File: src/design/bse_pkg.sv
package bse_pkg;

  localparam int COORD_WIDTH = 16;
  localparam int OUT_BITS = (COORD_WIDTH < 16) ? COORD_WIDTH : 16;

  localparam int CFG_IDX_W = 3;
  localparam int CFG_DATA_W = 48;

  localparam logic [1:0] MODE_SCREEN = 2'd0;
  localparam logic [1:0] MODE_EYE    = 2'd1;
  localparam logic [1:0] MODE_FLAT   = 2'd2;
  localparam logic [1:0] MODE_CUSTOM = 2'd3;

  localparam logic [CFG_IDX_W-1:0] REG_ALIGN_MODE    = 3'd0;
  localparam logic [CFG_IDX_W-1:0] REG_CUSTOM_AXIS   = 3'd1;
  localparam logic [CFG_IDX_W-1:0] REG_CAMERA_AXIS   = 3'd2;
  localparam logic [CFG_IDX_W-1:0] REG_CAMERA_EYE    = 3'd3;
  localparam logic [CFG_IDX_W-1:0] REG_SYSTEM_OFFSET = 3'd4;

  localparam int IN_TDATA_W = 64;
  localparam int OUT_TDATA_W = 104;

  typedef logic signed [16:0] rel_t;
  typedef logic signed [17:0] vec_t;

  typedef struct packed {
    rel_t        rx;
    rel_t        ry;
    rel_t        rz;
    vec_t        fx;
    vec_t        fy;
    vec_t        fz;
    logic [15:0] size;
  } job_t;

  typedef enum logic [3:0] {
    B_IDLE, B_LOAD, B_SQ, B_DINIT, B_DIV, B_SINIT, B_SQRT, B_STORE,
    B_PEND, B_MUL, B_EMIT
  } back_state_t;

  // shift right by 14, round half away from zero
  function automatic logic signed [22:0] rnd14(input logic signed [36:0] x);
    logic [36:0] m;
    logic [36:0] t;
    m = x[36] ? 37'(-x) : 37'(x);
    t = (m + 37'd8192) >> 14;
    return x[36] ? -23'(t) : 23'(t);
  endfunction

  function automatic logic [15:0] sat_out(input logic signed [21:0] v);
    logic signed [21:0] hi;
    logic signed [21:0] lo;
    logic signed [21:0] r;
    hi = 22'((64'sd1 <<< (OUT_BITS - 1)) - 64'sd1);
    lo = -hi - 22'sd1;
    r = v;
    if (v > hi) r = hi;
    if (v < lo) r = lo;
    return r[15:0];
  endfunction

endpackage

File: src/design/bse_front.sv
module bse_front (
  input  logic                              clk,
  input  logic                              rst,
  input  logic                              cfg_we,
  input  logic [bse_pkg::CFG_IDX_W-1:0]     cfg_index,
  input  logic [bse_pkg::CFG_DATA_W-1:0]    cfg_data,
  input  logic                              s_tvalid,
  output logic                              s_tready,
  input  logic [bse_pkg::IN_TDATA_W-1:0]    s_tdata,
  input  logic                              q_full,
  output logic                              q_push,
  output bse_pkg::job_t                     q_wdata
);

  logic [1:0]  align_mode;
  logic [47:0] custom_axis;
  logic [47:0] camera_axis;
  logic [47:0] camera_eye;
  logic [47:0] system_offset;

  always_ff @(posedge clk) begin
    if (rst) begin
      align_mode    <= bse_pkg::MODE_SCREEN;
      custom_axis   <= 48'd256;
      camera_axis   <= '0;
      camera_eye    <= '0;
      system_offset <= '0;
    end else if (cfg_we) begin
      case (cfg_index)
        bse_pkg::REG_ALIGN_MODE:    align_mode    <= cfg_data[1:0];
        bse_pkg::REG_CUSTOM_AXIS:   custom_axis   <= cfg_data;
        bse_pkg::REG_CAMERA_AXIS:   camera_axis   <= cfg_data;
        bse_pkg::REG_CAMERA_EYE:    camera_eye    <= cfg_data;
        bse_pkg::REG_SYSTEM_OFFSET: system_offset <= cfg_data;
        default: ;
      endcase
    end
  end

  assign s_tready = !q_full;
  assign q_push   = s_tvalid && !q_full;

  logic signed [15:0] pos [3];
  logic signed [15:0] off [3];
  logic signed [15:0] cax [3];
  logic signed [15:0] eye [3];
  logic signed [15:0] cus [3];
  bse_pkg::rel_t      rel [3];
  bse_pkg::vec_t      f   [3];

  always_comb begin
    for (int i = 0; i < 3; i++) begin
      pos[i] = s_tdata[16*i +: 16];
      off[i] = system_offset[16*i +: 16];
      cax[i] = camera_axis[16*i +: 16];
      eye[i] = camera_eye[16*i +: 16];
      cus[i] = custom_axis[16*i +: 16];
      rel[i] = 17'(pos[i]) - 17'(off[i]);
      case (align_mode)
        bse_pkg::MODE_SCREEN: f[i] = -18'(cax[i]);
        bse_pkg::MODE_EYE,
        bse_pkg::MODE_FLAT:   f[i] = 18'(eye[i]) - 18'(rel[i]);
        default:              f[i] = 18'(cus[i]);
      endcase
    end
    if (align_mode == bse_pkg::MODE_FLAT) f[2] = '0;
    q_wdata.rx   = rel[0];
    q_wdata.ry   = rel[1];
    q_wdata.rz   = rel[2];
    q_wdata.fx   = f[0];
    q_wdata.fy   = f[1];
    q_wdata.fz   = f[2];
    q_wdata.size = s_tdata[63:48];
  end

endmodule

File: src/design/bse_fifo.sv
module bse_fifo (
  input  logic          clk,
  input  logic          rst,
  input  logic          push,
  input  bse_pkg::job_t wdata,
  input  logic          pop,
  output bse_pkg::job_t rdata,
  output logic          full,
  output logic          empty
);

  bse_pkg::job_t mem [4];
  logic [1:0] wptr;
  logic [1:0] rptr;
  logic [2:0] count;

  always_ff @(posedge clk) begin
    if (push) mem[wptr] <= wdata;
  end

  always_ff @(posedge clk) begin
    if (rst) begin
      wptr  <= '0;
      rptr  <= '0;
      count <= '0;
    end else begin
      if (push) wptr <= wptr + 2'd1;
      if (pop)  rptr <= rptr + 2'd1;
      count <= count + 3'(push) - 3'(pop);
    end
  end

  assign rdata = mem[rptr];
  assign full  = (count == 3'd4);
  assign empty = (count == 3'd0);

endmodule

File: src/design/bse_back.sv
module bse_back (
  input  logic                               clk,
  input  logic                               rst,
  input  logic                               q_empty,
  input  bse_pkg::job_t                      q_rdata,
  output logic                               q_pop,
  output logic                               m_tvalid,
  input  logic                               m_tready,
  output logic [bse_pkg::OUT_TDATA_W-1:0]    m_tdata,
  output logic                               m_tlast
);

  bse_pkg::back_state_t state, state_next;

  bse_pkg::rel_t      rel [3];
  logic [15:0]        size;
  bse_pkg::vec_t      vec [3];
  logic [15:0]        mag [3];
  logic               neg [3];
  logic [31:0]        sq  [3];
  logic [33:0]        l2;
  logic signed [15:0] res [3];
  logic signed [15:0] d   [3];
  logic signed [15:0] p1  [3];
  logic signed [17:0] p2  [3];
  logic signed [19:0] a   [3];
  logic signed [19:0] b   [3];
  logic               pass;
  logic [1:0]         comp;
  logic [4:0]         cnt;
  logic [3:0]         k;
  logic [33:0]        rem;
  logic [28:0]        q;
  logic [28:0]        x;
  logic [29:0]        r;
  logic [3:0]         step;
  logic signed [35:0] prod;
  logic signed [35:0] acc;
  logic [1:0]         cidx;
  logic               load;

  // absolute values and range reduction for the normalizer
  logic [17:0] absv [3];
  logic [17:0] shv  [3];
  logic        any17, any16, all_zero;

  always_comb begin
    any17 = 1'b0;
    any16 = 1'b0;
    all_zero = 1'b1;
    for (int i = 0; i < 3; i++) begin
      absv[i] = vec[i][17] ? 18'(-vec[i]) : 18'(vec[i]);
      any17 = any17 | absv[i][17];
      any16 = any16 | absv[i][16];
      all_zero = all_zero & (absv[i] == 18'd0);
    end
    for (int i = 0; i < 3; i++) begin
      shv[i] = any17 ? (absv[i] >> 2) : (any16 ? (absv[i] >> 1) : absv[i]);
    end
  end

  logic [31:0] sq_now;
  assign sq_now = 32'(mag[comp]) * 32'(mag[comp]);

  logic [34:0] rem2;
  assign rem2 = {rem, 1'b0};

  logic [29:0] sbit;
  logic [29:0] trial;
  assign sbit  = 30'd1 << {k, 1'b0};
  assign trial = r + sbit;

  logic [14:0] root;
  assign root = (r > 30'd16384) ? 15'd16384 : r[14:0];

  // shared multiplier operands
  logic signed [17:0] ma, mb;
  logic signed [17:0] szs;
  assign szs = 18'($signed({2'b00, size}));

  always_comb begin
    ma = '0;
    mb = '0;
    case (step)
      4'd0: begin ma = 18'(d[2]);  mb = 18'(p1[1]); end
      4'd1: begin ma = 18'(d[2]);  mb = 18'(p1[0]); end
      4'd2: begin ma = 18'(d[0]);  mb = 18'(p1[1]); end
      4'd3: begin ma = 18'(d[1]);  mb = 18'(p1[0]); end
      4'd4: begin ma = 18'(p1[0]); mb = szs; end
      4'd5: begin ma = 18'(p1[1]); mb = szs; end
      4'd6: begin ma = 18'(p1[2]); mb = szs; end
      4'd7: begin ma = p2[0];      mb = szs; end
      4'd8: begin ma = p2[1];      mb = szs; end
      4'd9: begin ma = p2[2];      mb = szs; end
      default: ;
    endcase
  end

  logic signed [22:0] rp;
  logic signed [22:0] rn;
  logic signed [22:0] rd;
  assign rp = bse_pkg::rnd14(37'(prod));
  assign rn = bse_pkg::rnd14(-37'(prod));
  assign rd = bse_pkg::rnd14(37'(acc) - 37'(prod));

  always_comb begin
    state_next = state;
    case (state)
      bse_pkg::B_IDLE:  if (!q_empty) state_next = bse_pkg::B_LOAD;
      bse_pkg::B_LOAD:  state_next = all_zero ? bse_pkg::B_PEND : bse_pkg::B_SQ;
      bse_pkg::B_SQ:    if (comp == 2'd2) state_next = bse_pkg::B_DINIT;
      bse_pkg::B_DINIT: state_next = bse_pkg::B_DIV;
      bse_pkg::B_DIV:   if (cnt == 5'd27) state_next = bse_pkg::B_SINIT;
      bse_pkg::B_SINIT: state_next = bse_pkg::B_SQRT;
      bse_pkg::B_SQRT:  if (k == 4'd0) state_next = bse_pkg::B_STORE;
      bse_pkg::B_STORE: state_next = (comp == 2'd2) ? bse_pkg::B_PEND : bse_pkg::B_DINIT;
      bse_pkg::B_PEND:  state_next = pass ? bse_pkg::B_MUL : bse_pkg::B_LOAD;
      bse_pkg::B_MUL:   if (step == 4'd10) state_next = bse_pkg::B_EMIT;
      bse_pkg::B_EMIT:  if (load && k[1:0] == 2'd3) state_next = bse_pkg::B_IDLE;
      default:          state_next = bse_pkg::B_IDLE;
    endcase
  end

  always_comb begin
    q_pop = (state == bse_pkg::B_IDLE) && !q_empty;
    load  = (state == bse_pkg::B_EMIT) && (!m_tvalid || m_tready);
    cidx  = k[1:0];
  end

  always_ff @(posedge clk) begin
    if (rst) state <= bse_pkg::B_IDLE;
    else     state <= state_next;
  end

  always_ff @(posedge clk) begin
    case (state)
      bse_pkg::B_IDLE: begin
        rel[0] <= q_rdata.rx;
        rel[1] <= q_rdata.ry;
        rel[2] <= q_rdata.rz;
        vec[0] <= q_rdata.fx;
        vec[1] <= q_rdata.fy;
        vec[2] <= q_rdata.fz;
        size   <= q_rdata.size;
        pass   <= 1'b0;
      end
      bse_pkg::B_LOAD: begin
        for (int i = 0; i < 3; i++) begin
          mag[i] <= shv[i][15:0];
          neg[i] <= vec[i][17];
          res[i] <= '0;
        end
        l2   <= '0;
        comp <= '0;
      end
      bse_pkg::B_SQ: begin
        sq[comp] <= sq_now;
        l2 <= l2 + 34'(sq_now);
        comp <= (comp == 2'd2) ? 2'd0 : comp + 2'd1;
      end
      bse_pkg::B_DINIT: begin
        if (34'(sq[comp]) >= l2) begin
          q   <= 29'd1;
          rem <= 34'(sq[comp]) - l2;
        end else begin
          q   <= 29'd0;
          rem <= 34'(sq[comp]);
        end
        cnt <= '0;
      end
      bse_pkg::B_DIV: begin
        if (rem2 >= 35'(l2)) begin
          rem <= 34'(rem2 - 35'(l2));
          q   <= {q[27:0], 1'b1};
        end else begin
          rem <= rem2[33:0];
          q   <= {q[27:0], 1'b0};
        end
        cnt <= cnt + 5'd1;
      end
      bse_pkg::B_SINIT: begin
        x <= q;
        r <= '0;
        k <= 4'd14;
      end
      bse_pkg::B_SQRT: begin
        if (30'(x) >= trial) begin
          x <= 29'(30'(x) - trial);
          r <= (r >> 1) + sbit;
        end else begin
          r <= r >> 1;
        end
        k <= k - 4'd1;
      end
      bse_pkg::B_STORE: begin
        res[comp] <= neg[comp] ? -16'(root) : 16'(root);
        comp <= comp + 2'd1;
      end
      bse_pkg::B_PEND: begin
        if (!pass) begin
          d[0] <= res[0];
          d[1] <= res[1];
          d[2] <= res[2];
          vec[0] <= -18'(res[1]);
          vec[1] <= 18'(res[0]);
          vec[2] <= '0;
          pass <= 1'b1;
        end else begin
          p1[0] <= res[0];
          p1[1] <= res[1];
          p1[2] <= res[2];
          step <= '0;
        end
      end
      bse_pkg::B_MUL: begin
        prod <= ma * mb;
        case (step)
          4'd1:  p2[0] <= 18'(rn);
          4'd2:  p2[1] <= 18'(rp);
          4'd3:  acc   <= prod;
          4'd4:  p2[2] <= 18'(rd);
          4'd5:  a[0]  <= 20'(rp);
          4'd6:  a[1]  <= 20'(rp);
          4'd7:  a[2]  <= 20'(rp);
          4'd8:  b[0]  <= 20'(rp);
          4'd9:  b[1]  <= 20'(rp);
          4'd10: b[2]  <= 20'(rp);
          default: ;
        endcase
        step <= step + 4'd1;
        k <= '0;
      end
      bse_pkg::B_EMIT: begin
        if (load) k <= k + 4'd1;
      end
      default: ;
    endcase
  end

  // corner assembly: 0 = +a-b, 1 = -a-b, 2 = -a+b, 3 = +a+b
  logic               sa, sb;
  logic signed [21:0] cs [3];
  logic [15:0]        cv [3];

  always_comb begin
    sa = (cidx == 2'd0) || (cidx == 2'd3);
    sb = cidx[1];
    for (int i = 0; i < 3; i++) begin
      cs[i] = 22'(rel[i]) + (sa ? 22'(a[i]) : -22'(a[i]))
            + (sb ? 22'(b[i]) : -22'(b[i]));
      cv[i] = bse_pkg::sat_out(cs[i]);
    end
  end

  always_ff @(posedge clk) begin
    if (rst) begin
      m_tvalid <= 1'b0;
    end else if (load) begin
      m_tvalid <= 1'b1;
    end else if (m_tready) begin
      m_tvalid <= 1'b0;
    end
  end

  always_ff @(posedge clk) begin
    if (load) begin
      m_tdata <= {6'd0, d[2], d[1], d[0], cv[2], cv[1], cv[0], cidx};
      m_tlast <= (cidx == 2'd3);
    end
  end

endmodule

File: src/design/billboard_sprite_expander_unit.sv
// Billboard sprite expander. Each particle transaction on the s_ side (position and half
// extent) produces four corner transactions on the m_ side, corners 0..3 in order with
// tlast on corner 3, all carrying the same Q2.14 normal. A front stage makes the
// position relative to the system offset and picks the facing vector; a four-entry
// queue hands particles to the back stage, which normalizes twice and scales on a
// single shared divider, square-root and multiplier. A particle holds the back stage
// through two normalizations of 3 components, the multiply steps and the four emits
// before the next one is popped; that loop sets the throughput. Configuration
// writes take effect immediately and must only happen while the unit is idle.
module billboard_sprite_expander_unit (
  input  logic                              clk,
  input  logic                              rst,
  input  logic                              cfg_we,
  input  logic [bse_pkg::CFG_IDX_W-1:0]     cfg_index,
  input  logic [bse_pkg::CFG_DATA_W-1:0]    cfg_data,
  input  logic                              s_tvalid,
  output logic                              s_tready,
  // pos_x, pos_y, pos_z, sprite_size
  input  logic [bse_pkg::IN_TDATA_W-1:0]    s_tdata,
  output logic                              m_tvalid,
  input  logic                              m_tready,
  // corner, vx, vy, vz, nx, ny, nz, zero pad
  output logic [bse_pkg::OUT_TDATA_W-1:0]   m_tdata,
  output logic                              m_tlast
);

  logic          q_push, q_pop, q_full, q_empty;
  bse_pkg::job_t q_wdata, q_rdata;

  bse_front u_front (
    .clk, .rst, .cfg_we, .cfg_index, .cfg_data,
    .s_tvalid, .s_tready, .s_tdata,
    .q_full, .q_push, .q_wdata
  );

  bse_fifo u_fifo (
    .clk, .rst, .push(q_push), .wdata(q_wdata), .pop(q_pop),
    .rdata(q_rdata), .full(q_full), .empty(q_empty)
  );

  bse_back u_back (
    .clk, .rst, .q_empty, .q_rdata, .q_pop,
    .m_tvalid, .m_tready, .m_tdata, .m_tlast
  );

endmodule

File: config.mk
export PLATFORM = sky130hd
export DESIGN_NAME = billboard_sprite_expander_unit
export DESIGN_NICKNAME = d
export VERILOG_FILES = /design/src/design/bse_pkg.sv /design/src/design/bse_front.sv /design/src/design/bse_fifo.sv /design/src/design/bse_back.sv /design/src/design/billboard_sprite_expander_unit.sv
export SDC_FILE = /design/constraint.sdc
export NUM_CORES = 2
export LEC_CHECK = 0
export ABC_AREA = 0
export BUFFER_PORTS_ARGS = -buffer_cell sky130_fd_sc_hd__buf_4
export CAP_MARGIN = 10
export CORE_ASPECT_RATIO = 0.5
export CORE_MARGIN = 3
export CORE_UTILIZATION = 54
export DETAILED_ROUTE_END_ITERATION = 8
export PLACE_DENSITY = 0.66
export REMOVE_ABC_BUFFERS = 1
export SETUP_SLACK_MARGIN = 0.05
export SYNTH_ARGS = -nofsm -noshare
export SYNTH_HDL_FRONTEND = slang
export SYNTH_SLANG_ARGS = --single-unit
export TNS_END_PERCENT = 30
File: constraint.sdc
create_clock -name clk -period 18.5 [get_ports clk]
set_input_delay 0.925 -clock clk [delete_from_list [all_inputs] [get_ports clk]]
set_output_delay 0.925 -clock clk [all_outputs]
set_load 0.02 [all_outputs]
==> run summary <==
Status -> finished clean
Synth Flop Type -> edfxtp_1
Io pins -> 227
Antenna-violating nets left -> 0
Top area cells in the synthesized netlist -> edfxtp_1, fa_1, ha_1
Nets -> 11.6k
Synth warn -> 0
Drc violations -> 0
Setup ws final -> 7.77 ns
Pin count of the biggest net entering global routing -> 92
Top-area cell type share of the netlist area -> 39.5%
Max Fclk -> 0.0932 GHz
Worst Hold Path EP -> u_fifo.mem[3][5]
CP max-delay cell -> o21ai_1
Global-route wire length before repair -> 441 mm
Cell area after synthesis -> 107,000 µm²
Final setup vio count -> 0
Hold WS -> 0.306 ns
Share of cells above drive strength 1 -> 7.95%
Crit path time final -> 10.73 ns
Crit-path max FO -> 47
Synth async-reset ratio -> 0%
Layout fillers -> 16.4k
Crit path launch type -> register
Yosys top cell by area -> edfxtp_1
Place WS -> 7.91 ns
Final Slew Violations -> 0
Buf+Inv Stages, Crit Path -> 6
Most used cell, CP -> inv_1
Worst Path Required -> 19.01 ns
Final core utilization -> 59.8%
Congestion Overflow GR -> 0
Most frequent cell after synthesis -> edfxtp_1
Hold-fix buffers, CTS -> 0
Worst reg2reg path depth -> 36
Area growth syn-to-layout -> 8.91%
Num CTS Buffers -> 158
Fin. Hold Viols -> 0
Initial DRT Pass Iterations -> 6
Clock Pin Slew Worst Setup and Hold Paths -> 0.07 ns
Setup TNS Final -> 0 ns
HP Class -> input port to register
Max transition margin -> 11.3%
Clock Latency Late Sink -> 0.84 ns
Reg2Reg Setup Slack -> 7.77 ns
Clock tree buffer depth -> 4
Synthesis-stage register bit count -> 1,620
GR Util All Layers -> 28.0%
Setup bufs post-CTS -> 0
CTS Root Cell -> clkbuf_16
Top cells by count, synth -> edfxtp_1, nand2_1, inv_1, nor2_1, a21oi_1
Max_cap viols -> 0
Die Y -> 321 µm
DRT iter0 DRCs -> 7,710
Critical setup path kind -> register to register
CTS tree -> built
GP Congestion -> 0.962
CP Capture Type -> register
Crit share post-route -> 58.0%
Reg2reg end -> u_back.l2[32]
Arr. time, crit path -> 11.24 ns
Synth Instances -> 10.2k
Mean Syn Cell Area -> 10.5 µm²
PostCTS Resize Cnt -> 0
Sequential element share of the synthesized area -> 43.4%
DPL Wire Length -> 218 mm
Hold_sp -> s_tdata[53]
Initial antenna violation count -> 10
Worst stage delay on the critical path -> 0.74 ns
FP Rows -> 114
Actual slew at the worst max-slew pin -> 1.32 ns
RSZ-0062 raised after global routing -> no
Clk_skew -> 0.105 ns
Initial Utilization -> 54.9%
WHS Path Cells -> 1
Vias in the first global route -> 73.0k
Die width -> 636 µm
WL per Instance -> 22.2 µm
Core footprint -> 195,000 µm²
Via count -> 76.8k
Vias per cell -> 5.89
# H-tree levels -> 4
CP delay by family, top -> compound AO/OA/AOI/OAI gates
PortBufs -> 220
Full die area -> 204,000 µm²
CTS sink cnt -> 1,620
Post-synth cell types -> 107
Post-synth EDFFs -> 1,410
Routed WL -> 289 mm
-- logic make-up (layout without fill, tap and decap cells) --
| kind of cell | count (synthesis) | count (layout) | share of synthesized area (%) |
|---|---|---|---|
| buf+inv | 1375 | 1581 | 4.84 |
| compound gates | 1990 | 1990 | 11.7 |
| other cells | 1 | 9 | 0.00349 |
| mux | 228 | 228 | 3.56 |
| simple gates | 3134 | 3134 | 13.3 |
| flops | 1620 | 1620 | 43.4 |
| xor+xnor | 703 | 703 | 5.75 |
| fa+ha+maj | 1160 | 1160 | 17.5 |
-- state kept, by name, indices dropped and copies added (netlist names), 51 cells and up, named ones only --
signal          cells
u_back.sq          93
u_back.rel         51
u_back.p2          54
u_fifo.mem        484
u_back.a           60
u_back.vec         54
u_back.m_tdata     98
u_back.b           60
-- metrics by stage --
stage          cells  cell area [µm²]
3_5_place_dp   12751           112000
2_1_floorplan   9833           106000
5_1_grt        13032           117000
4_1_cts        13031           117000
3_3_place_gp   12751           112000
6_report       13035           117000
-- final cells by class --
type                       count  area (µm²)  share of cell area (%)
antenna                        3        7.51                 0.00642
multi-input combinational   7221       55900                    47.8
tap                         2610        3270                    2.79
inverter                     992        3720                    3.19
sequential                  1620       46600                    39.8
clock buffer                 206        4240                    3.63
clock inverter                74         885                   0.757
timing repair buffer         309        2340                    2.00
-- cell usage in the layout (no fill, tap or decap), drive strengths merged, types with 67 or more instances in the layout --
master	netlist	routed
edfxtp	1410	1410
nand2	1403	1403
inv	984	994
nor2	696	696
a21oi	623	623
ha	592	592
fa	567	567
o21ai	483	483
xnor2	460	460
buf	52	308
xor2	242	242
dfxtp	210	210
clkbuf	331	207
nor3	181	181
and2	144	144
nand3	136	136
mux4	121	121
a21o	119	119
nor2b	91	91
mux2i	91	91
or3	79	79
a211oi	78	78
a31oi	73	73
a21boi	72	72
nand2b	70	70
and3	69	69
nand4	67	67
-- routing by layer --
layer / wire (µm) / part of all wire [%] / global-route usage, % / vias to the layer above
met1: 129000 / 45 / 41.4 / 37745
met5: 0 / 0 / 0 / -
li1: - / - / - / 35925
met3: 27200 / 9.4 / 6.33 / 390
met2: 124000 / 43 / 41.5 / 2770
met4: 8550 / 3.0 / 7.53 / 0
-- how the worst max path moves through the flow --
stage	to	cells after the start	from	slack (ns)
after floorplan	u_back.x[0]	28	u_back.k[1]	7.38
after global placement	u_back.l2[32]	36	register	8.11
after detailed placement	u_back.l2[32]	36	register	7.91
after CTS	u_back.l2[32]	36	register	7.87
after global routing	u_back.l2[32]	35	register	7.05
final	u_back.l2[32]	36	register	7.77
-- worst reg2reg max path, delay by kind of cell, from the launching register on --
kind                     cells  cell delay [ns]
AO/OA/AOI/OAI               15             4.37
adder cells (fa/ha/maj)      8             3.40
buffers and inverters        6             1.36
AND/OR/NAND/NOR              5             0.68
flip-flops                   1             0.34
multiplexers                 1             0.18
XOR/XNOR                     1             0.14
Power is not shown: default switching activity piles up to over one toggle a cycle in this logic, so the estimate is an artifact.
